$ cat src/rtl/apr_pkg.sv
`default_nettype none
// -----------------------------------------------------------------------------
// apr_pkg
// Shared types and constants of the affine point and rectangle mapper.
// -----------------------------------------------------------------------------
package apr_pkg;

	localparam int FRAC_BITS = 16;
	localparam int COEF_W    = 32;
	localparam int POS_W     = 16;
	localparam int EXT_W     = 15;
	localparam int CFG_IDX_W = 3;
	localparam int OUT_XY_W  = 32;
	localparam int OUT_WH_W  = 31;

	// Product of a Q16.16 coefficient and a 16 bit operand.
	localparam int PROD_W  = COEF_W + POS_W;
	// Sum of two products and an offset.
	localparam int BASE_W  = PROD_W + 2;
	// Sum of two corner deltas of one sign.
	localparam int DELTA_W = PROD_W + 1;
	// Extreme corner coordinate in Q35.16.
	localparam int ACC_W   = BASE_W + 1;
	// Integer part of a corner coordinate.
	localparam int COORD_W = ACC_W - FRAC_BITS;
	// Difference of two integer coordinates.
	localparam int SPAN_W  = COORD_W + 1;

	localparam logic signed [COEF_W-1:0] COEF_ONE  = COEF_W'(32'sh0001_0000);
	localparam logic signed [COEF_W-1:0] COEF_ZERO = '0;

	typedef enum logic [CFG_IDX_W-1:0] {
		REG_COEF_A   = 3'd0,
		REG_COEF_B   = 3'd1,
		REG_COEF_C   = 3'd2,
		REG_COEF_D   = 3'd3,
		REG_OFFSET_X = 3'd4,
		REG_OFFSET_Y = 3'd5
	} reg_idx_t;

	typedef struct packed {
		logic signed [COEF_W-1:0] coef_a;
		logic signed [COEF_W-1:0] coef_b;
		logic signed [COEF_W-1:0] coef_c;
		logic signed [COEF_W-1:0] coef_d;
		logic signed [COEF_W-1:0] offset_x;
		logic signed [COEF_W-1:0] offset_y;
	} coef_t;

	typedef struct packed {
		logic                    kind;
		logic signed [POS_W-1:0] pos_x;
		logic signed [POS_W-1:0] pos_y;
		logic [EXT_W-1:0]        extent_w;
		logic [EXT_W-1:0]        extent_h;
	} item_t;

	// Products of the multiplier stage.
	typedef struct packed {
		logic                     rect;
		logic signed [PROD_W-1:0] ax;
		logic signed [PROD_W-1:0] by;
		logic signed [PROD_W-1:0] cx;
		logic signed [PROD_W-1:0] dy;
		logic signed [PROD_W-1:0] aw;
		logic signed [PROD_W-1:0] bh;
		logic signed [PROD_W-1:0] cw;
		logic signed [PROD_W-1:0] dh;
	} prod_t;

	// Extreme corners on each axis in Q35.16.
	typedef struct packed {
		logic                    rect;
		logic signed [ACC_W-1:0] lo_x;
		logic signed [ACC_W-1:0] hi_x;
		logic signed [ACC_W-1:0] lo_y;
		logic signed [ACC_W-1:0] hi_y;
	} corner_t;

	typedef struct packed {
		logic signed [OUT_XY_W-1:0] out_x;
		logic signed [OUT_XY_W-1:0] out_y;
		logic [OUT_WH_W-1:0]        out_w;
		logic [OUT_WH_W-1:0]        out_h;
	} result_t;

endpackage
`default_nettype wire

$ cat src/rtl/apr_sum_stage.sv
`default_nettype none
// -----------------------------------------------------------------------------
// apr_sum_stage
// Second and third pipeline stages: mapped origin corner and corner deltas,
// then the minimum and maximum corner on each axis.
// -----------------------------------------------------------------------------
module apr_sum_stage
	import apr_pkg::*;
(
	input  wire     clk,
	input  wire     arst_n,
	input  coef_t   coef,
	input  wire     in_valid,
	output logic    in_ready,
	input  prod_t   in_data,
	output logic    out_valid,
	input  wire     out_ready,
	output corner_t out_data
);

	typedef struct packed {
		logic                      rect;
		logic signed [BASE_W-1:0]  base_x;
		logic signed [BASE_W-1:0]  base_y;
		logic signed [DELTA_W-1:0] dlo_x;
		logic signed [DELTA_W-1:0] dhi_x;
		logic signed [DELTA_W-1:0] dlo_y;
		logic signed [DELTA_W-1:0] dhi_y;
	} base_t;

	logic    valid_s2;
	logic    valid_s3;
	logic    ready_s2;
	base_t   base_s2;
	base_t   base_d;
	corner_t corner_s3;
	corner_t corner_d;

	function automatic logic signed [DELTA_W-1:0] neg_part(input logic signed [PROD_W-1:0] v);
		neg_part = v[PROD_W-1] ? DELTA_W'(v) : '0;
	endfunction

	function automatic logic signed [DELTA_W-1:0] pos_part(input logic signed [PROD_W-1:0] v);
		pos_part = v[PROD_W-1] ? '0 : DELTA_W'(v);
	endfunction

	// The corners differ from the origin corner by a*w, b*h or both (c*w, d*h on y), so the
	// extremes are the origin plus the negative or positive parts of those terms.
	always_comb begin
		base_d.rect   = in_data.rect;
		base_d.base_x = BASE_W'(in_data.ax) + BASE_W'(in_data.by) + BASE_W'(coef.offset_x);
		base_d.base_y = BASE_W'(in_data.cx) + BASE_W'(in_data.dy) + BASE_W'(coef.offset_y);
		base_d.dlo_x  = neg_part(in_data.aw) + neg_part(in_data.bh);
		base_d.dhi_x  = pos_part(in_data.aw) + pos_part(in_data.bh);
		base_d.dlo_y  = neg_part(in_data.cw) + neg_part(in_data.dh);
		base_d.dhi_y  = pos_part(in_data.cw) + pos_part(in_data.dh);
	end

	always_comb begin
		corner_d.rect = base_s2.rect;
		corner_d.lo_x = ACC_W'(base_s2.base_x) + ACC_W'(base_s2.dlo_x);
		corner_d.hi_x = ACC_W'(base_s2.base_x) + ACC_W'(base_s2.dhi_x);
		corner_d.lo_y = ACC_W'(base_s2.base_y) + ACC_W'(base_s2.dlo_y);
		corner_d.hi_y = ACC_W'(base_s2.base_y) + ACC_W'(base_s2.dhi_y);
	end

	assign ready_s2  = !valid_s3 || out_ready;
	assign in_ready  = !valid_s2 || ready_s2;
	assign out_valid = valid_s3;
	assign out_data  = corner_s3;

	always_ff @(posedge clk or negedge arst_n) begin
		if (!arst_n) begin
			valid_s2 <= 1'b0;
			valid_s3 <= 1'b0;
		end else begin
			if (in_ready) begin
				valid_s2 <= in_valid;
			end
			if (ready_s2) begin
				valid_s3 <= valid_s2;
			end
		end
	end

	always_ff @(posedge clk) begin
		if (in_ready && in_valid) begin
			base_s2 <= base_d;
		end
		if (ready_s2 && valid_s2) begin
			corner_s3 <= corner_d;
		end
	end

endmodule
`default_nettype wire

$ cat config.mk
export PLATFORM = sky130hd
export DESIGN_NAME = apr_sum_stage
export DESIGN_NICKNAME = d
export VERILOG_FILES = /design/src/rtl/apr_pkg.sv /design/src/rtl/apr_sum_stage.sv
export SDC_FILE = /design/constraint.sdc
export NUM_CORES = 2
export LEC_CHECK = 0
export ABC_AREA = 0
export BUFFER_PORTS_ARGS = -buffer_cell sky130_fd_sc_hd__buf_2
export CAP_MARGIN = 20
export CORE_ASPECT_RATIO = 1.4
export CORE_MARGIN = 2
export CORE_UTILIZATION = 47
export DETAILED_ROUTE_END_ITERATION = 6
export PLACE_DENSITY = 0.79
export RECOVER_POWER = 25
export SKIP_LAST_GASP = 1
export SYNTH_ARGS = -nofsm -noshare
export SYNTH_HDL_FRONTEND = slang
export SYNTH_SLANG_ARGS = --single-unit
$ cat constraint.sdc
create_clock -name clk -period 8 [get_ports clk]
set_clock_uncertainty 0.05 [all_clocks]
set_input_delay 1.6 -clock clk [delete_from_list [all_inputs] [get_ports clk]]
set_output_delay 1.6 -clock clk [all_outputs]
set_load 0.005 [all_outputs]
* After elaboration in Yosys (flattened, before gate mapping)
Index checks and enable logic that the tools add are counted.
** Storage, ports and cells
- Input bits :: 581
- Word-level logic and storage cells :: 40
- Output and inout port bits :: 207
- Flip-flop bits (word level) :: 502
** Operators by class
- Multiplexer cells :: 8
- Reduce and logical (&&, ||, !) cells :: 6
- Add/subtract/negate cells :: 12
** Operators by type and width (count)
- adder 50 x 49 -> 51 bit :: 4
- two-way mux 49 bit :: 4
- two-way mux 47 bit :: 4
- adder 49 x 32 -> 50 bit :: 2
- adder 48 x 48 -> 49 bit :: 2
- adder 49 bit :: 2
- adder 47 x 47 -> 48 bit :: 2
- logical AND 1 bit :: 2
- logical NOT 1 bit :: 2
- logical OR 1 bit :: 2

* Depth between registers and ports, before layout
- Depth in word-level cells :: 4
- Gate-level depth with buffers :: 16
- Depth with buffers taken out :: 16

* Least setup slack after synthesis
Ideal clock, no wire load.
- Path type :: input to register
- From :: input port out_ready
- To :: register base_s2[0] (netlist name), enable pin
- Setup time :: 696 ps
- Slack :: -1229 ps
- Arrival time :: 8483 ps
- Stages on the path :: 2
- Buffers on the path :: 0
- Data required time :: 7254 ps
- Cells stage by stage :: nand3b_1 -> and2_1
** On the way
- Longest elaborated chain between the ends :: 3
** RTL lines
- start, declared :: line apr_sum_stage.sv:17 : input wire out_ready,
- logical OR 1 bit :: line apr_sum_stage.sv:67 : assign ready_s2 = !valid_s3 || out_ready;
- logical OR 1 bit :: line apr_sum_stage.sv:68 : assign in_ready = !valid_s2 || ready_s2;
- logical AND 1 bit :: line apr_sum_stage.sv:87 : if (in_ready && in_valid) begin
- end signal, assigned :: line apr_sum_stage.sv:88 : base_s2 <= base_d;
- end, declared :: line apr_sum_stage.sv:34 : base_t base_s2;
No other way between the ends.
A chain may end at the register's enable or synchronous reset.

==> summary.txt <==
Layout
  – Fill cells: ~8300
  – Share of cells above drive strength 1: between 15 and 20%
  – Nets: between 6000 and 7000
  – FF/Latch Area: ~0.015 mm²
  – Layout area overhead: 14.3%
  – Area occupied by multi-input gates: around 0.028 mm²
  – Most frequent cells in the layout: buf_2 (629), edfxtp_1 (500), ha_1 (482)
  – Most common cell after layout, fill and taps aside: buf_2

Floorplanning
  – Die Ht: approximately 370 µm
  – Die width: roughly 260 µm
  – I/O pin count: 788
  – Core Box Area: ~0.094 mm²
  – Die area: 0.0964 mm²
  – Initial Util: a little under half
  – Site Rows: 133

Setup path
  – Reg2reg end: base_s2[251]
  – Most used cell, CP: a211oi_1
  – CP Class: in2reg
  – Critical Path Max Stage Delay: approximately 1.3 ns
  – Cell depth of the worst flop-to-flop path: 3
  – Worst-path maximum fanout: 36
  – Crit path launch type: input pin
  – Crit path max-delay cell type: clkbuf_1
  – Reg2Reg Setup Slack: ~2.6 ns
  – Critical path capture point type: flop
  – Crit path max-delay family: compound AO/OA/AOI/OAI gates
  – Worst endpoint data arrival time: 6.76 ns
  – Worst path bufs/invs: 1
  – R2r startpoint: out_valid
  – CP required: roughly 8.3 ns
  – Crit path cell chain: clkbuf_1, nor2b_1, ha_1, a211oi_1, o21a_1, nor3_1, and4bb_2, a2111o_1, a211oi_1, o311ai_0, a32oi_1, and4_1, a211oi_1, o21ai_0

Clock tree
  – Clk slew on worst S/H paths: 0.06 ns
  – Num CTS Buffers: 52
  – CTS H-tree depth: 2
  – Clk Latency, worst-skew pair: 0.61 ns
  – Clock root cell: clkbuf_16
  – Post-CTS setup buffer count: 0
  – CTS resizes: 0
  – CTS tree: built
  – Max clock buf depth: 3
  – Cts hold-fix bufs: 0
  – Clock sink count: between 500 and 600

Timing
  – Final min period: between 6 and 7 ns
  – Actual slew at the worst max-slew pin: between 3 and 4 ns
  – Slew headroom: -102%
  – Final Hold Viols: 0
  – # setup viols final: 0
  – Fin. max-slew vios: around 330
  – Final hold slack: between 0.3 and 0.4 ns
  – Setup TNS: 0 ns
  – Final period utilization: between 80 and 90%
  – RSZ-0062 raised after global routing: false
  – FMAX: about 150 MHz

GRT
  – Antenna violations before repair: 26
  – Grt ovf: 0
  – Total GRT Usage: 26.7%
  – Vias in the first global route: 36300
  – First-pass GRT wire length: about 200000 µm
  – Largest net degree at the start of global routing: 149

Pwr
  – Leak pwr: 22.6 nW
  – P per Cell Area: ~240 mW/mm²
  – Clock network power share: between 20% and 30%
  – Power share of the sequential group: between 30 and 40%
  – Switching component of the power: about 0.0047 W
  – Maximum VDD drop: 0.000191 V
  – Part of the power in combinational logic: between 40 and 50%
  – Total power: 0.0123 W
  – Sw frac: 38.3%
  – Cell-internal power: around 0.0076 W

Outcome
  – Violated checks: capacitance limit, slew limit
  – Status: finished with violations

Placed design
  – # port buffers: around 660
  – GP Congestion: ~0.99
  – DP HPWL: 110000 µm

Yosys
  – Syn Inst Count: about 4500
  – YS warnings: 0
  – Register area share after synthesis: about 34%
  – Number of synthesized flops with an enable pin: 500
  – Mapped Nets: about 5700
  – Seq cells post-synth: about 500
  – Async SR Flop Fraction: less than 1%
  – Primary FF master, synth: edfxtp_1
  – Count of cell types in the netlist: 83
  – Mapped Area: between 0.04 and 0.05 mm²
  – Mean post-synth cell area: between 9 and 10 µm²

Routing
  – Post-DR vias/cell: slightly below 6
  – Drt pass-1 iters: 6
  – Drt drc: 0
  – Initial drt markers: around 3000
  – Drt total wl: 133000 µm
  – Via count: 37000
  – DR WL/cell: about 21 µm
  – Antenna violation net count after detailed routing: 0

Min path
  – Hold_sp: base_s2[296]
  – Hold Path End: out_data[204]
  – Hold crit path type: reg2reg
  – WHS Path Cells: 0

Run
  – Max-cap check violation count: 5
## worst max-delay path by stage
stage	startpoint	endpoint	slack, ns	depth (start not counted)
final	in_data[47]	base_s2[47]	1.52	14
after global routing	in_data[47]	base_s2[47]	1.32	14
after CTS	coef[1]	base_s2[243]	2.25	15
after detailed placement	coef[1]	base_s2[243]	1.63	15
after global placement	coef[1]	base_s2[243]	1.64	15
after floorplan	out_ready	out_data[0]	1.0	2
## logic make-up after synthesis
group                    count (synthesis)  share of synthesized area [%]
XOR/XNOR                               443                           8.79
flip-flops                             502                           34.1
AO/OA/AOI/OAI                         1453                           21.3
adder cells (fa/ha/maj)                588                           18.5
buffers and inverters                  249                           2.13
AND/OR/NAND/NOR                       1253                           15.1
multiplexers                             5                          0.113
## sequential cells by signal (all words and copies together) (netlist names)
| register | count |
|---|---|
| base_s2 | 295 |
| out_data | 205 |
| out_valid | 1 |
| valid_s2 | 1 |
## metal layers
metal | up-vias | share of wire (%) | GRT usage [%] | routed length, µm
met5 | - | 0.0098 | 0 | 13
met1 | 17600 | 41 | 33.3 | 54600
met4 | 2 | 3.6 | 9.43 | 4840
met2 | 1332 | 49 | 47.5 | 65500
met3 | 237 | 6.1 | 3.14 | 8180
li1 | 17900 | - | - | -
## power groups by stage
| stage | logic [W] | clock network, W | registers [W] |
|---|---|---|---|
| after floorplan | 0.00368 | 0 | 0.00411 |
| after global placement | 0.00543 | 0 | 0.00416 |
| after global routing | 0.00610 | 0.00274 | 0.00417 |
| final | 0.00559 | 0.00261 | 0.00413 |
| after CTS | 0.00554 | 0.00265 | 0.00412 |
| after detailed placement | 0.00549 | 0 | 0.00416 |
## synth_stat cells (all sizes together), types with 21 or more instances
cell / n / area (µm²)
nand2b: 58 / 363
o21ai: 232 / 1170
nor2: 206 / 773
xor2: 155 / 1360
and3: 33 / 206
a21oi: 457 / 2290
a211oi: 37 / 278
xnor2: 288 / 2520
nor2b: 237 / 1480
fa: 106 / 2120
ha: 482 / 6030
nand2: 239 / 897
nor3: 44 / 220
clkbuf: 120 / 450
a21o: 340 / 2550
a31oi: 55 / 344
edfxtp: 500 / 15000
inv: 122 / 458
o31ai: 21 / 171
o21a: 40 / 300
and2: 211 / 1320
o21bai: 83 / 623
nand3: 87 / 435
nand4: 70 / 438
## per-stage QoR
stage / instance area [µm²] / worst slack (ns) / std cells / util, %
finish: 50400 / 1.52 / 6370 / 53.9
global route: 50400 / 1.32 / 6366 / 53.9
global placement: 48600 / 1.64 / 6258 / 52.0
detailed placement: 48600 / 1.63 / 6258 / 52.0
CTS: 50400 / 2.25 / 6353 / 53.9
floorplan: 44100 / 0.997 / 4493 / -
## final cells by class
class / instances / area share, %
multi-input cells: 3742 / 55.8
flip-flops and latches: 502 / 29.9
repair buffers: 677 / 6.74
well taps: 1215 / 3.02
clock buffers: 60 / 2.72
inverters: 122 / 0.908
clock inverters: 35 / 0.864
diodes: 17 / 0.0844
Note: power is estimated with default switching activity, not from simulation.
