**config.mk**
```make
export PLATFORM = sky130hd
export DESIGN_NAME = apr_cfg_regs_flat
export DESIGN_NICKNAME = d
export VERILOG_FILES = /design/src/rtl/apr_pkg.sv /design/src/rtl/apr_if.sv /design/src/rtl/apr_cfg_regs.sv /design/src/flat_wrapper.sv
export SDC_FILE = /design/constraint.sdc
export NUM_CORES = 1
export LEC_CHECK = 0
export ABC_AREA = 1
export BUFFER_PORTS_ARGS = -buffer_cell sky130_fd_sc_hd__buf_4
export CORE_ASPECT_RATIO = 0.7
export CORE_UTILIZATION = 55
export DETAILED_ROUTE_END_ITERATION = 6
export PLACE_DENSITY = 0.87
export SLEW_MARGIN = 20
export SYNTH_ARGS = -nofsm -noshare
export SYNTH_HDL_FRONTEND = slang
export SYNTH_SLANG_ARGS = --single-unit
```
**constraint.sdc**
```tcl
create_clock -name clk -period 1.33 [get_ports clk]
set_clock_uncertainty 0.1 [all_clocks]
set_input_delay 0.3325 -clock clk [delete_from_list [all_inputs] [get_ports clk]]
set_output_delay 0.3325 -clock clk [all_outputs]
set_load 0.005 [all_outputs]
```
**src/rtl/apr_pkg.sv**
```systemverilog
`default_nettype none
// -----------------------------------------------------------------------------
// apr_pkg
// Shared types and constants of the affine point and rectangle mapper.
// -----------------------------------------------------------------------------
package apr_pkg;

	localparam int FRAC_BITS = 16;
	localparam int COEF_W    = 32;
	localparam int POS_W     = 16;
	localparam int EXT_W     = 15;
	localparam int CFG_IDX_W = 3;
	localparam int OUT_XY_W  = 32;
	localparam int OUT_WH_W  = 31;

	// Product of a Q16.16 coefficient and a 16 bit operand.
	localparam int PROD_W  = COEF_W + POS_W;
	// Sum of two products and an offset.
	localparam int BASE_W  = PROD_W + 2;
	// Sum of two corner deltas of one sign.
	localparam int DELTA_W = PROD_W + 1;
	// Extreme corner coordinate in Q35.16.
	localparam int ACC_W   = BASE_W + 1;
	// Integer part of a corner coordinate.
	localparam int COORD_W = ACC_W - FRAC_BITS;
	// Difference of two integer coordinates.
	localparam int SPAN_W  = COORD_W + 1;

	localparam logic signed [COEF_W-1:0] COEF_ONE  = COEF_W'(32'sh0001_0000);
	localparam logic signed [COEF_W-1:0] COEF_ZERO = '0;

	typedef enum logic [CFG_IDX_W-1:0] {
		REG_COEF_A   = 3'd0,
		REG_COEF_B   = 3'd1,
		REG_COEF_C   = 3'd2,
		REG_COEF_D   = 3'd3,
		REG_OFFSET_X = 3'd4,
		REG_OFFSET_Y = 3'd5
	} reg_idx_t;

	typedef struct packed {
		logic signed [COEF_W-1:0] coef_a;
		logic signed [COEF_W-1:0] coef_b;
		logic signed [COEF_W-1:0] coef_c;
		logic signed [COEF_W-1:0] coef_d;
		logic signed [COEF_W-1:0] offset_x;
		logic signed [COEF_W-1:0] offset_y;
	} coef_t;

	typedef struct packed {
		logic                    kind;
		logic signed [POS_W-1:0] pos_x;
		logic signed [POS_W-1:0] pos_y;
		logic [EXT_W-1:0]        extent_w;
		logic [EXT_W-1:0]        extent_h;
	} item_t;

	// Products of the multiplier stage.
	typedef struct packed {
		logic                     rect;
		logic signed [PROD_W-1:0] ax;
		logic signed [PROD_W-1:0] by;
		logic signed [PROD_W-1:0] cx;
		logic signed [PROD_W-1:0] dy;
		logic signed [PROD_W-1:0] aw;
		logic signed [PROD_W-1:0] bh;
		logic signed [PROD_W-1:0] cw;
		logic signed [PROD_W-1:0] dh;
	} prod_t;

	// Extreme corners on each axis in Q35.16.
	typedef struct packed {
		logic                    rect;
		logic signed [ACC_W-1:0] lo_x;
		logic signed [ACC_W-1:0] hi_x;
		logic signed [ACC_W-1:0] lo_y;
		logic signed [ACC_W-1:0] hi_y;
	} corner_t;

	typedef struct packed {
		logic signed [OUT_XY_W-1:0] out_x;
		logic signed [OUT_XY_W-1:0] out_y;
		logic [OUT_WH_W-1:0]        out_w;
		logic [OUT_WH_W-1:0]        out_h;
	} result_t;

endpackage
`default_nettype wire

```
**src/rtl/apr_if.sv**
```systemverilog
`default_nettype none


interface apr_cfg_if
	import apr_pkg::*;
();
	logic                 valid;
	logic                 ready;
	logic [CFG_IDX_W-1:0] index;
	logic [COEF_W-1:0]    data;

	modport source (output valid, index, data, input ready);
	modport sink (input valid, index, data, output ready);
endinterface
`default_nettype wire

```
**src/rtl/apr_cfg_regs.sv**
```systemverilog
`default_nettype none
// -----------------------------------------------------------------------------
// apr_cfg_regs
// Matrix and translation registers, written through the configuration channel.
// -----------------------------------------------------------------------------
module apr_cfg_regs
	import apr_pkg::*;
(
	input  wire         clk,
	input  wire         arst_n,
	apr_cfg_if.sink     cfg,
	output coef_t       coef
);

	coef_t coef_q;

	assign cfg.ready = 1'b1;
	assign coef      = coef_q;

	// Writes to an index beyond the offset registers are dropped.
	always_ff @(posedge clk or negedge arst_n) begin
		if (!arst_n) begin
			coef_q.coef_a   <= COEF_ONE;
			coef_q.coef_b   <= COEF_ZERO;
			coef_q.coef_c   <= COEF_ZERO;
			coef_q.coef_d   <= COEF_ONE;
			coef_q.offset_x <= COEF_ZERO;
			coef_q.offset_y <= COEF_ZERO;
		end else if (cfg.valid) begin
			case (cfg.index)
				REG_COEF_A:   coef_q.coef_a   <= $signed(cfg.data);
				REG_COEF_B:   coef_q.coef_b   <= $signed(cfg.data);
				REG_COEF_C:   coef_q.coef_c   <= $signed(cfg.data);
				REG_COEF_D:   coef_q.coef_d   <= $signed(cfg.data);
				REG_OFFSET_X: coef_q.offset_x <= $signed(cfg.data);
				REG_OFFSET_Y: coef_q.offset_y <= $signed(cfg.data);
				default: ;
			endcase
		end
	end

endmodule
`default_nettype wire

```
**src/flat_wrapper.sv**
```systemverilog
// flat-port wrapper written by rule: the top's interface ports become plain ports
module apr_cfg_regs_flat import apr_pkg::*;
  (clk, arst_n, coef, cfg_valid, cfg_index, cfg_data, cfg_ready);
  apr_cfg_if cfg_i ();
  input  wire clk;
  input  wire arst_n;
  output coef_t coef;
  input wire logic [$bits(cfg_i.valid)-1:0] cfg_valid;
  input wire logic [$bits(cfg_i.index)-1:0] cfg_index;
  input wire logic [$bits(cfg_i.data)-1:0] cfg_data;
  output wire logic [$bits(cfg_i.ready)-1:0] cfg_ready;
  assign cfg_i.valid = cfg_valid;
  assign cfg_i.index = cfg_index;
  assign cfg_i.data = cfg_data;
  assign cfg_ready = cfg_i.ready;
  apr_cfg_regs u_core (.clk(clk), .arst_n(arst_n), .cfg(cfg_i), .coef(coef));
endmodule
```
# Word-level counts from Yosys, hierarchy flattened
# Cells that the tools add are included.
[classes] reduce_logical=7 n_eq_ne=5
[ops] op="2-bit AND reduction" count=6
[ops] op="3-bit by 2-bit equality test with 1-bit output (second input constant)" count=2
[ops] op="3-bit equality test (second input constant)" count=2
[ops] op="3-bit by 1-bit equality test with 1-bit output (second input constant)" count=1
[ops] op="3-bit logical NOT" count=1
[word_totals] register_bits=192 output_inout_bits=193 elab_cells=18 inputBits=38

# Logic depth before layout (Yosys ltp)
# Gate-level depths: netlist of run 1.
[logic_depth] word_depth=2 depth_mapped=6 depth_no_buf=5

# Worst setup path after synthesis of run 1
# No wires, ideal clock.
[synth_path] kind="input to register" startpoint="input cfg_valid" endpoint="register u_core.coef_q (netlist bit u_core.coef[96])" setup_ns=0.066 required_time_ns=1.164 t_arrival_ns=1.048 n_path_buf=2 path_slack_ns=0.116 path_stages=6 cell_sequence="inv_1 > nor2_4 > buf_2 > buf_2 > nand3_1 > nand2_1"
[synth_between] elab_chain_len=1
[synth_lines] item="from (decl)" line_no="flat_wrapper.sv:8" source="input wire logic [$bits(cfg_i.valid)-1:0] cfg_valid;"
[synth_lines] item="2-bit AND reduction (no source line)"
[synth_lines] item="to (decl)" line_no="apr_cfg_regs.sv:15" source="coef_t coef_q;"
# Every way passes these cells.
# A chain may end at the register's enable or synchronous reset.

# Final worst setup path of run 1
[layout_path] startpoint="register u_core.coef_q (netlist bit u_core.coef[176])" endpoint="output coef[176] in the netlist's numbering"
[layout_lines] item="to (decl)" line_no="flat_wrapper.sv:7" source="output coef_t coef;"
# No word-level cell between the ends.

==> flow_metrics.env, run 1 <==
export IMPL_die_h_um=99.4
export IMPL_hold_path_class="in2reg"
export IMPL_synth_flop_cell="dfrtp_1"
export IMPL_fin_cells=1422
export IMPL_maxSlewViolCount=0
export IMPL_hold_start="cfg_data[19]"
export IMPL_syn_area_sq_um=7460
export IMPL_cts_tree="built"
export IMPL_yosys_top_cells_area="dfrtp_1 (64%), nand2_1 (23%), nand3_1 (8.6%)"
export IMPL_root_buffer="clkbuf_16"
export IMPL_die_area_sq_um=14000
export IMPL_grt_pass1_vias=7871
export IMPL_critPathKind="reg2out"
export IMPL_grt_overflow=0
export IMPL_clk_pin_slew_ns=0.07
export IMPL_critPathLaunchType="flip-flop"
export IMPL_min_period_ns=1.52
export IMPL_globalplace_congestion=0.889
export IMPL_design_area_sq_um=12100
export IMPL_n_fill_cell=462
export IMPL_yosysWarnings=0
export IMPL_syn_to_final_growth_pct=62.3
export IMPL_port_buffers=229
export IMPL_finalSetupViolCount=192
export IMPL_path_delay_family="flip-flops"
export IMPL_syn_nets=880
export IMPL_critPathMaxStageDelay_ns=0.56
export IMPL_cp_max_fo=2
export IMPL_synth_edf_count=0
export IMPL_place_area_sq_um=9710
export IMPL_max_freq_mhz=659
export IMPL_rsz0062_at_grt="yes"
export IMPL_wire_per_inst_um=23.6
export IMPL_critPathBufInv=1
export IMPL_grt_max_degree=45
export IMPL_holdWs_ns=0.0610
export IMPL_drive_above_1_share_pct=36.7
export IMPL_syn_inst=842
export IMPL_synth_top_cell_area_share_pct=63.7
export IMPL_synth_ff_latch_count=192
export IMPL_synth_area_leader_cell="dfrtp_1"
export IMPL_ios=231
export IMPL_vias=8551
export IMPL_startpoint="u_core.coef[176]"
export IMPL_synth_avg_cell_area_sq_um=8.86
export IMPL_hold_path_depth=3
export IMPL_clock_sinks=192
export IMPL_multi_input_area_sq_um=2420
export IMPL_p_leak_nw=6.70
export IMPL_htree_num_levels=4
export IMPL_cp_arrival_ns=1.09
export IMPL_place_inst=1247
export IMPL_die_x_um=141
export IMPL_r2r_start="u_core.coef[104]"
export IMPL_cp_slowest_cell="dfstp_2"
export IMPL_reg2reg_slack_ns=0.15
export IMPL_core_sq_um=13200
export IMPL_r2r_end="u_core.coef[104]"
export IMPL_p_per_area_nw_per_um2=1590
export IMPL_largest_reg_flops=192
export IMPL_drt_iter0_drc=1206
export IMPL_finalPower_mw=19.3
export IMPL_path_cells="buf_6"
export IMPL_post_synth_num_cell_types=14
export IMPL_clk_latency_ns=0.43
export IMPL_cp_data_required_time_ns=0.90
export IMPL_drv_cap=0
export IMPL_via_per_inst=6.01
export IMPL_cp_end_kind="output port"
export IMPL_violations="setup timing"
export IMPL_num_rows=35
export IMPL_drt_pass1_iter_count=7
export IMPL_nets=1261
export IMPL_start_util_pct=56.6
export IMPL_dpl_hpwl_um=16100
export IMPL_gr_usage_all_layers_pct=42.2
export IMPL_antenna_found_initial=1
export IMPL_drtAntennaViolNets=0
export IMPL_hold_violations=0
export IMPL_wl_um=33500
export IMPL_status="finished with violations"
export IMPL_ys_async_sr_fraction_pct=100
export IMPL_drc=0
export IMPL_min_to="u_core.coef[19]"
export IMPL_worstRegToRegCells=4
export IMPL_synth_common_cells="nand2_1 (458), dfrtp_1 (190), nand3_1 (128)"
export IMPL_synth_most_common_cell="nand2_1"
export IMPL_cts_buffer_depth=2
export IMPL_register_area_sq_um=4810
export IMPL_setup_slack_ns=-0.188
export IMPL_grt_pass1_wl_um=43800
export IMPL_period_share_pct=114
export IMPL_cts_made_buffers=17
export IMPL_ir_worst_vdd_mv=1.24
export IMPL_seq_area_frac_synth_pct=64.5
## per-stage QoR
| stage | util [%] | setup TNS [ns] | worst slack (ns) |
|---|---|---|---|
| 3_5_place_dp | 73.6 | -9.16 | -0.109 |
| 6_report | 91.8 | -13.18 | -0.188 |
| 5_1_grt | 91.8 | -17.81 | -0.209 |
| 2_1_floorplan | - | 0 | 0.116 |
| 3_3_place_gp | 73.6 | -7.29 | -0.106 |
| 4_1_cts | 88.5 | -11.25 | -0.189 |
## placed cells by master, fill, tap and decap left out
cell type and count:
buf_4 204, inv_1 4, nor2_4 3, nand3_1 128
clkinv_1 1, inv_6 4, inv_8 3, bufinv_16 2
dfstp_2 2, clkinv_4 3, clkbuf_16 17, nand2_1 458
nor2_2 3, inv_2 1, buf_12 15, buf_6 192
clkbuf_8 2, dlygate4sd3_1 1, dfrtp_1 190, clkinvlp_4 2
diode_2 1, conb_1 1
## cell type report
type	instances	area share (%)
Multi-Input combinational cell	593	20.0
Clock buffer	18	3.63
Timing Repair Buffer	413	33.2
Clock inverter	14	1.41
Tap cell	185	1.91
Antenna cell	1	0.0207
Inverter	6	0.186
Sequential cell	192	39.7
## layer usage
metal  track usage (%)  wire, um
met3              12.2      5030
met2              67.1     15100
met4              21.7      2380
met1              53.2     11000
met5                 0         0
## worst reg2reg max path, stage by stage (launching register included)
cell and delay (ns):
dfrtp_1 0.47, buf_4 0.17, buf_4 0.12, nand2_1 0.06, nand2_1 0.11
## report_power, final
group / switching, mW / internal, mW
logic: 2.39 / 3.50
registers: 1.05 / 6.94
clock network: 2.48 / 2.90
total: 5.92 / 13.3
## what timing repair did
action | 4_1_cts | 5_1_grt
setup buffers | 83 | 58
gates cloned | 0 | 0
gates resized for setup | 192 | 0
hold buffers | 1 | 0
endpoints found under the setup margin | 192 | 192
hold endpoints to repair | 32 | 0
## cells by family (layout without fill, tap and decap cells)
| kind of cell | Yosys count | count (layout) | synth area share (%) |
|---|---|---|---|
| other | 1 | 2 | 0.0503 |
| and+or+nand+nor | 592 | 592 | 32.1 |
| DFF | 192 | 192 | 64.5 |
| buffers and inverters | 57 | 451 | 3.42 |
## how the worst max path moves through the flow
stage                                  to  slack, ns  cells past startpoint
after CTS                       coef[176]      -0.19                      1
final                           coef[176]      -0.19                      1
after global routing            coef[176]      -0.21                      1
after global placement    u_core.coef[87]      -0.11                      7
after detailed placement  u_core.coef[76]      -0.11                      7
after floorplan           u_core.coef[96]       0.12                      6
No activity file was read; power rests on OpenSTA's default activity.
==> run 2: changes to the inputs <==
- ABC_AREA: 1 -> not set
==> run 2 against run 1 <==
  * Synthesized cell count fell by 51%
  * Sequential power rose by 4.1%
  * Non-clock buffer count fell by 27
  * Largest power group unchanged
  * Setup slack improved by 0.0078 ns
  * The run still ends with setup timing left
  * Die area fell by 0.71%
  * Total power rose by 6.3%
  * Combinational power rose by 15%
  * Sequential cell count did not move
  * Hold slack improved by 0.029 ns
  * Critical path depth did not move
  * Utilization fell by 0.10 points
  * Wire length fell by 24%
  * Largest cell class unchanged
==> flow_metrics.env, run 2 <==
export IMPL_status="finished with violations"
export IMPL_violations="setup timing"
export IMPL_synth_avg_cell_area_sq_um=17.9
export IMPL_clk_pin_slew_ns=0.07
export IMPL_cp_slowest_cell="dfstp_2"
export IMPL_synth_top_cell_area_share_pct=64.2
export IMPL_diodes=0
export IMPL_min_period_ns=1.51
export IMPL_wire_per_inst_um=26.1
export IMPL_cp_data_required_time_ns=0.90
export IMPL_drive_above_1_share_pct=75.4
export IMPL_fin_setup_tns_ns=-11.13
export IMPL_pre_cts_ws_ns=-0.393
export IMPL_n_fill_cell=416
export IMPL_yosysWarnings=0
export IMPL_grt_overflow=0
export IMPL_period_share_pct=114
export IMPL_clk_latency_ns=0.42
export IMPL_hold_violations=0
export IMPL_start_util_pct=56.4
export IMPL_cts_made_buffers=17
export IMPL_via_per_inst=5.58
export IMPL_ys_async_sr_fraction_pct=100
export IMPL_syn_area_sq_um=7400
export IMPL_critPathLaunchType="flip-flop"
export IMPL_die_area_sq_um=13900
export IMPL_critPathMaxStageDelay_ns=0.56
export IMPL_cts_buffer_depth=2
export IMPL_vias=5439
export IMPL_cp_end_kind="output port"
export IMPL_grt_max_degree=34
export IMPL_dpl_hpwl_um=13000
export IMPL_synth_flop_cell="dfrtp_1"
export IMPL_globalplace_congestion=0.811
export IMPL_critPathKind="reg2out"
export IMPL_hold_path_class="in2reg"
export IMPL_synth_edf_count=0
export IMPL_critPathBufInv=1
export IMPL_layout_common_cells="buf_6 (194), dfrtp_1 (190), buf_4 (177)"
export IMPL_gr_usage_all_layers_pct=33.4
export IMPL_path_cells="buf_6"
export IMPL_drv_cap=0
export IMPL_root_buffer="clkbuf_16"
export IMPL_seq_area_frac_synth_pct=64.9
export IMPL_ir_worst_vdd_mv=1.13
export IMPL_drc=0
export IMPL_cp_arrival_ns=1.08
export IMPL_largest_reg_flops=192
export IMPL_yosys_top_cells_area="dfrtp_1 (64%), mux2_2 (23%), mux2_4 (8.1%)"
export IMPL_reg2reg_slack_ns=0.14
export IMPL_cts_tree="built"
export IMPL_grt_pass1_wl_um=33900
export IMPL_finalSetupViolCount=202
export IMPL_synth_most_common_cell="dfrtp_1"
export IMPL_syn_inst=414
export IMPL_path_delay_family="flip-flops"
export IMPL_p_leak_nw=5.92
export IMPL_setup_slack_ns=-0.180
export IMPL_syn_nets=452
export IMPL_grt_pass1_vias=5816
export IMPL_htree_num_levels=4
export IMPL_cp_max_fo=2
export IMPL_wl_um=25400
export IMPL_drtAntennaViolNets=0
export IMPL_p_per_area_nw_per_um2=1700
export IMPL_clock_sinks=192
export IMPL_antenna_found_initial=0
export IMPL_synth_ff_latch_count=192
export IMPL_synth_area_leader_cell="dfrtp_1"
export IMPL_post_synth_num_cell_types=13
export IMPL_maxSlewViolCount=0
export IMPL_drt_pass1_iter_count=6
export IMPL_port_buffers=229
export IMPL_core_sq_um=13100
export IMPL_synth_common_cells="dfrtp_1 (190), mux2_2 (149), mux2_4 (40)"
export IMPL_rsz0062_at_grt="yes"
export IMPL_num_rows=35
export IMPL_die_x_um=141
export IMPL_layout_commonest_cell="buf_6"
export IMPL_die_h_um=99.1
export IMPL_ios=231
export IMPL_nets=834
export IMPL_drt_iter0_drc=196
export IMPL_syn_to_final_growth_pct=62.8
export IMPL_max_freq_mhz=662
-- run 2: cell count changes after synthesis, moves of 3 or more --
cell,previous run,this run
nand3_1,128,0
buf_2,30,8
inv_1,4,0
clkbuf_1,20,0
mux2_4,0,40
nor2_1,4,0
mux2_2,0,149
buf_6,0,14
nand2_1,458,0
mux2_1,0,3
-- run 2: area by class of cell --
class | count | area [sq um] | share of cell area (%)
Sequential cell | 192 | 4810 | 39.9
Clock inverter | 11 | 155 | 1.29
Timing Repair Buffer | 386 | 3800 | 31.6
Tap cell | 166 | 208 | 1.72
Multi-Input combinational cell | 199 | 2630 | 21.8
Clock buffer | 21 | 450 | 3.74
-- run 2: cells by family (layout without fill, tap and decap cells) --
group,Yosys count,in the layout,share of synthesized area (%)
other,1,1,0.0506
buffers and inverters,23,418,2.77
and+or+nand+nor,6,6,1.03
DFF,192,192,64.9
muxes,192,192,31.2
-- run 2: final timing paths --
path,depth (start not counted),startpoint,endpoint
setup / recovery,1,u_core.coef[176],coef[176]
hold / removal,2,cfg_data[14],u_core.coef[14]
setup reg to reg,3,u_core.coef[33],u_core.coef[33]
hold reg to reg,1,u_core.coef[94],u_core.coef[94]
max in group asynchronous,3,arst_n,u_core.coef[38]
min in group asynchronous,2,arst_n,u_core.coef[133]
-- run 2: timing repair --
item	CTS	global route
setup buffers	74	55
gates cloned	0	2
hold buffers	1	0
pin swaps	0	1
setup endpoints to repair	192	193
gates resized for setup	192	2
endpoints found under the hold margin	86	0
-- run 2: stage by stage --
| stage | hold WS [ns] | util (%) | power [mW] | instances | area [sq um] |
|---|---|---|---|---|---|
| 2_1_floorplan | -0.0631 | - | 9.61 | 414 | 7700 |
| 5_1_grt | 0.0774 | 91.7 | 21.1 | 975 | 12100 |
| 6_report | 0.0898 | 91.7 | 20.5 | 975 | 12100 |
| 4_1_cts | 0.0694 | 88.4 | 19.5 | 918 | 11600 |
| 3_3_place_gp | 0.0852 | 74.0 | 12.2 | 811 | 9720 |
| 3_5_place_dp | 0.0856 | 74.0 | 12.5 | 811 | 9720 |
-- run 2: worst register-to-register path, cell delays in order (launching register included) --
cell	delay (ns)
dfrtp_1	0.41
buf_4	0.16
buf_4	0.14
mux2_4	0.27
-- run 2: where the power goes --
part	total [mW]	switching [mW]	internal, mW
sequential	8.32	1.17	7.14
clock	5.36	2.32	3.04
combinational	6.80	2.05	4.75
total	20.5	5.54	14.9
-- run 2: metal layers --
layer,track usage [%],share of wire [%]
met5,0,0
met4,14.3,3.2
met1,37.7,37
met2,59.5,53
met3,9.77,6.4
==> run 3: changes to the inputs <==
- CAP_MARGIN: not set -> 0
- PLACE_DENSITY: 0.87 -> 0.92
==> run 3 against run 2 <==
  * The run still ends with setup timing left
  * Utilization fell by 0.77 points
  * Critical path depth did not move
  * Cell count fell by 0.51%
  * Wire length rose by 3.4%
  * Setup slack got worse by 0.036 ns
  * Critical path type unchanged
  * Critical endpoint unchanged
  * Largest power group unchanged
==> flow_metrics.env, run 3 (synthesis results as in run 2) <==
export IMPL_clock_sinks=192
export IMPL_ios=231
export IMPL_cp_data_required_time_ns=0.90
export IMPL_max_freq_mhz=647
export IMPL_drt_iter0_drc=198
export IMPL_min_period_ns=1.55
export IMPL_path_cells="buf_6"
export IMPL_die_area_sq_um=13900
export IMPL_startpoint="u_core.coef[176]"
export IMPL_drive_above_1_share_pct=75.2
export IMPL_antenna_found_initial=0
export IMPL_grt_overflow=0
export IMPL_via_per_inst=5.66
export IMPL_grt_pass1_wl_um=34700
export IMPL_clk_latency_ns=0.43
export IMPL_cts_made_buffers=17
export IMPL_num_rows=35
export IMPL_hold_violations=0
export IMPL_status="finished with violations"
export IMPL_r2r_start="u_core.coef[73]"
export IMPL_cts_tree="built"
export IMPL_layout_commonest_cell="buf_6"
export IMPL_min_to="u_core.coef[133]"
export IMPL_port_buffers=229
export IMPL_drc=0
export IMPL_finalPower_mw=20.4
export IMPL_p_leak_nw=5.87
export IMPL_globalplace_congestion=0.780
export IMPL_wl_um=26300
export IMPL_finalSetupViolCount=194
export IMPL_critPathLaunchType="flip-flop"
export IMPL_clk_pin_slew_ns=0.08
export IMPL_r2r_end="u_core.coef[73]"
export IMPL_syn_to_final_growth_pct=61.4
export IMPL_maxSlewViolCount=0
export IMPL_path_delay_family="flip-flops"
export IMPL_hold_start="cfg_data[5]"
export IMPL_htree_num_levels=4
export IMPL_cp_arrival_ns=1.11
export IMPL_reg2reg_slack_ns=0.14
export IMPL_core_sq_um=13100
export IMPL_place_inst=810
export IMPL_worstRegToRegCells=3
export IMPL_gr_usage_all_layers_pct=34.4
export IMPL_root_buffer="clkbuf_16"
export IMPL_wire_per_inst_um=27.1
export IMPL_grt_max_degree=34
export IMPL_ir_worst_vdd_mv=1.17
export IMPL_hold_path_depth=2
export IMPL_cp_slowest_cell="dfstp_2"
export IMPL_dpl_hpwl_um=13000
export IMPL_nets=829
export IMPL_critPathKind="reg2out"
export IMPL_critPathMaxStageDelay_ns=0.58
export IMPL_start_util_pct=56.4
export IMPL_rsz0062_at_grt="yes"
export IMPL_drt_pass1_iter_count=4
export IMPL_violations="setup timing"
export IMPL_fin_cells=970
export IMPL_vias=5489
export IMPL_period_share_pct=116
export IMPL_utilization_pct=91.0
export IMPL_layout_common_cells="buf_6 (193), dfrtp_1 (190), buf_4 (176)"
export IMPL_hold_path_class="in2reg"
export IMPL_cts_buffer_depth=2
export IMPL_p_per_area_nw_per_um2=1700
export IMPL_grt_pass1_vias=5719
export IMPL_cp_max_fo=2
export IMPL_die_h_um=99.1
export IMPL_die_x_um=141
export IMPL_diodes=0
export IMPL_setup_slack_ns=-0.216
export IMPL_drtAntennaViolNets=0
export IMPL_drv_cap=0
export IMPL_critPathBufInv=1
export IMPL_largest_reg_flops=192
export IMPL_cp_end_kind="output port"
[run 3: power breakdown]
group,internal [mW],switching [mW]
sequential,7.14,1.23
clock,2.85,2.31
combinational,4.73,2.09
total,14.7,5.63
[run 3: layout make-up]
class | count | area, sq um
clock inverter | 11 | 133
sequential | 192 | 4810
fill | 403 | 1190
tap | 166 | 208
timing repair buffer | 381 | 3720
multi-input combinational | 199 | 2630
clock buffer | 21 | 450
[run 3: timing repair]
action,CTS,global route
hold buffers,1,0
endpoints found under the hold margin,46,0
buffers inserted,67,60
pin swaps,0,0
endpoints found under the setup margin,192,192
gates resized for setup,192,0
[run 3: how the worst max path moves through the flow]
stage                             endpoint  depth (start not counted)
after global routing             coef[176]                          1
after global placement    u_core.coef[156]                          4
after floorplan           u_core.coef[161]                          4
after CTS                        coef[176]                          1
after detailed placement  u_core.coef[175]                          4
final                            coef[176]                          1
[run 3: through the flow]
step / worst slack (ns) / cell area (sq um) / hold WS, ns / setup TNS [ns]
after floorplan: -0.246 / 7700 / -0.0631 / -24.72
after global placement: -0.345 / 9680 / 0.129 / -55.93
after detailed placement: -0.411 / 9680 / 0.137 / -61.11
after global routing: -0.227 / 12000 / 0.0755 / -16.85
after CTS: -0.200 / 11500 / 0.0618 / -12.37
final: -0.216 / 12000 / 0.0793 / -12.39
[run 3: metal layers]
metal  GRT usage (%)  vias up  share of wire, %
li1                -     2215                 -
met1            39.8     2862                36
met2            59.7      327                52
met3            11.6       85               8.2
met4            13.6        0               4.1
met5               0        -                 0
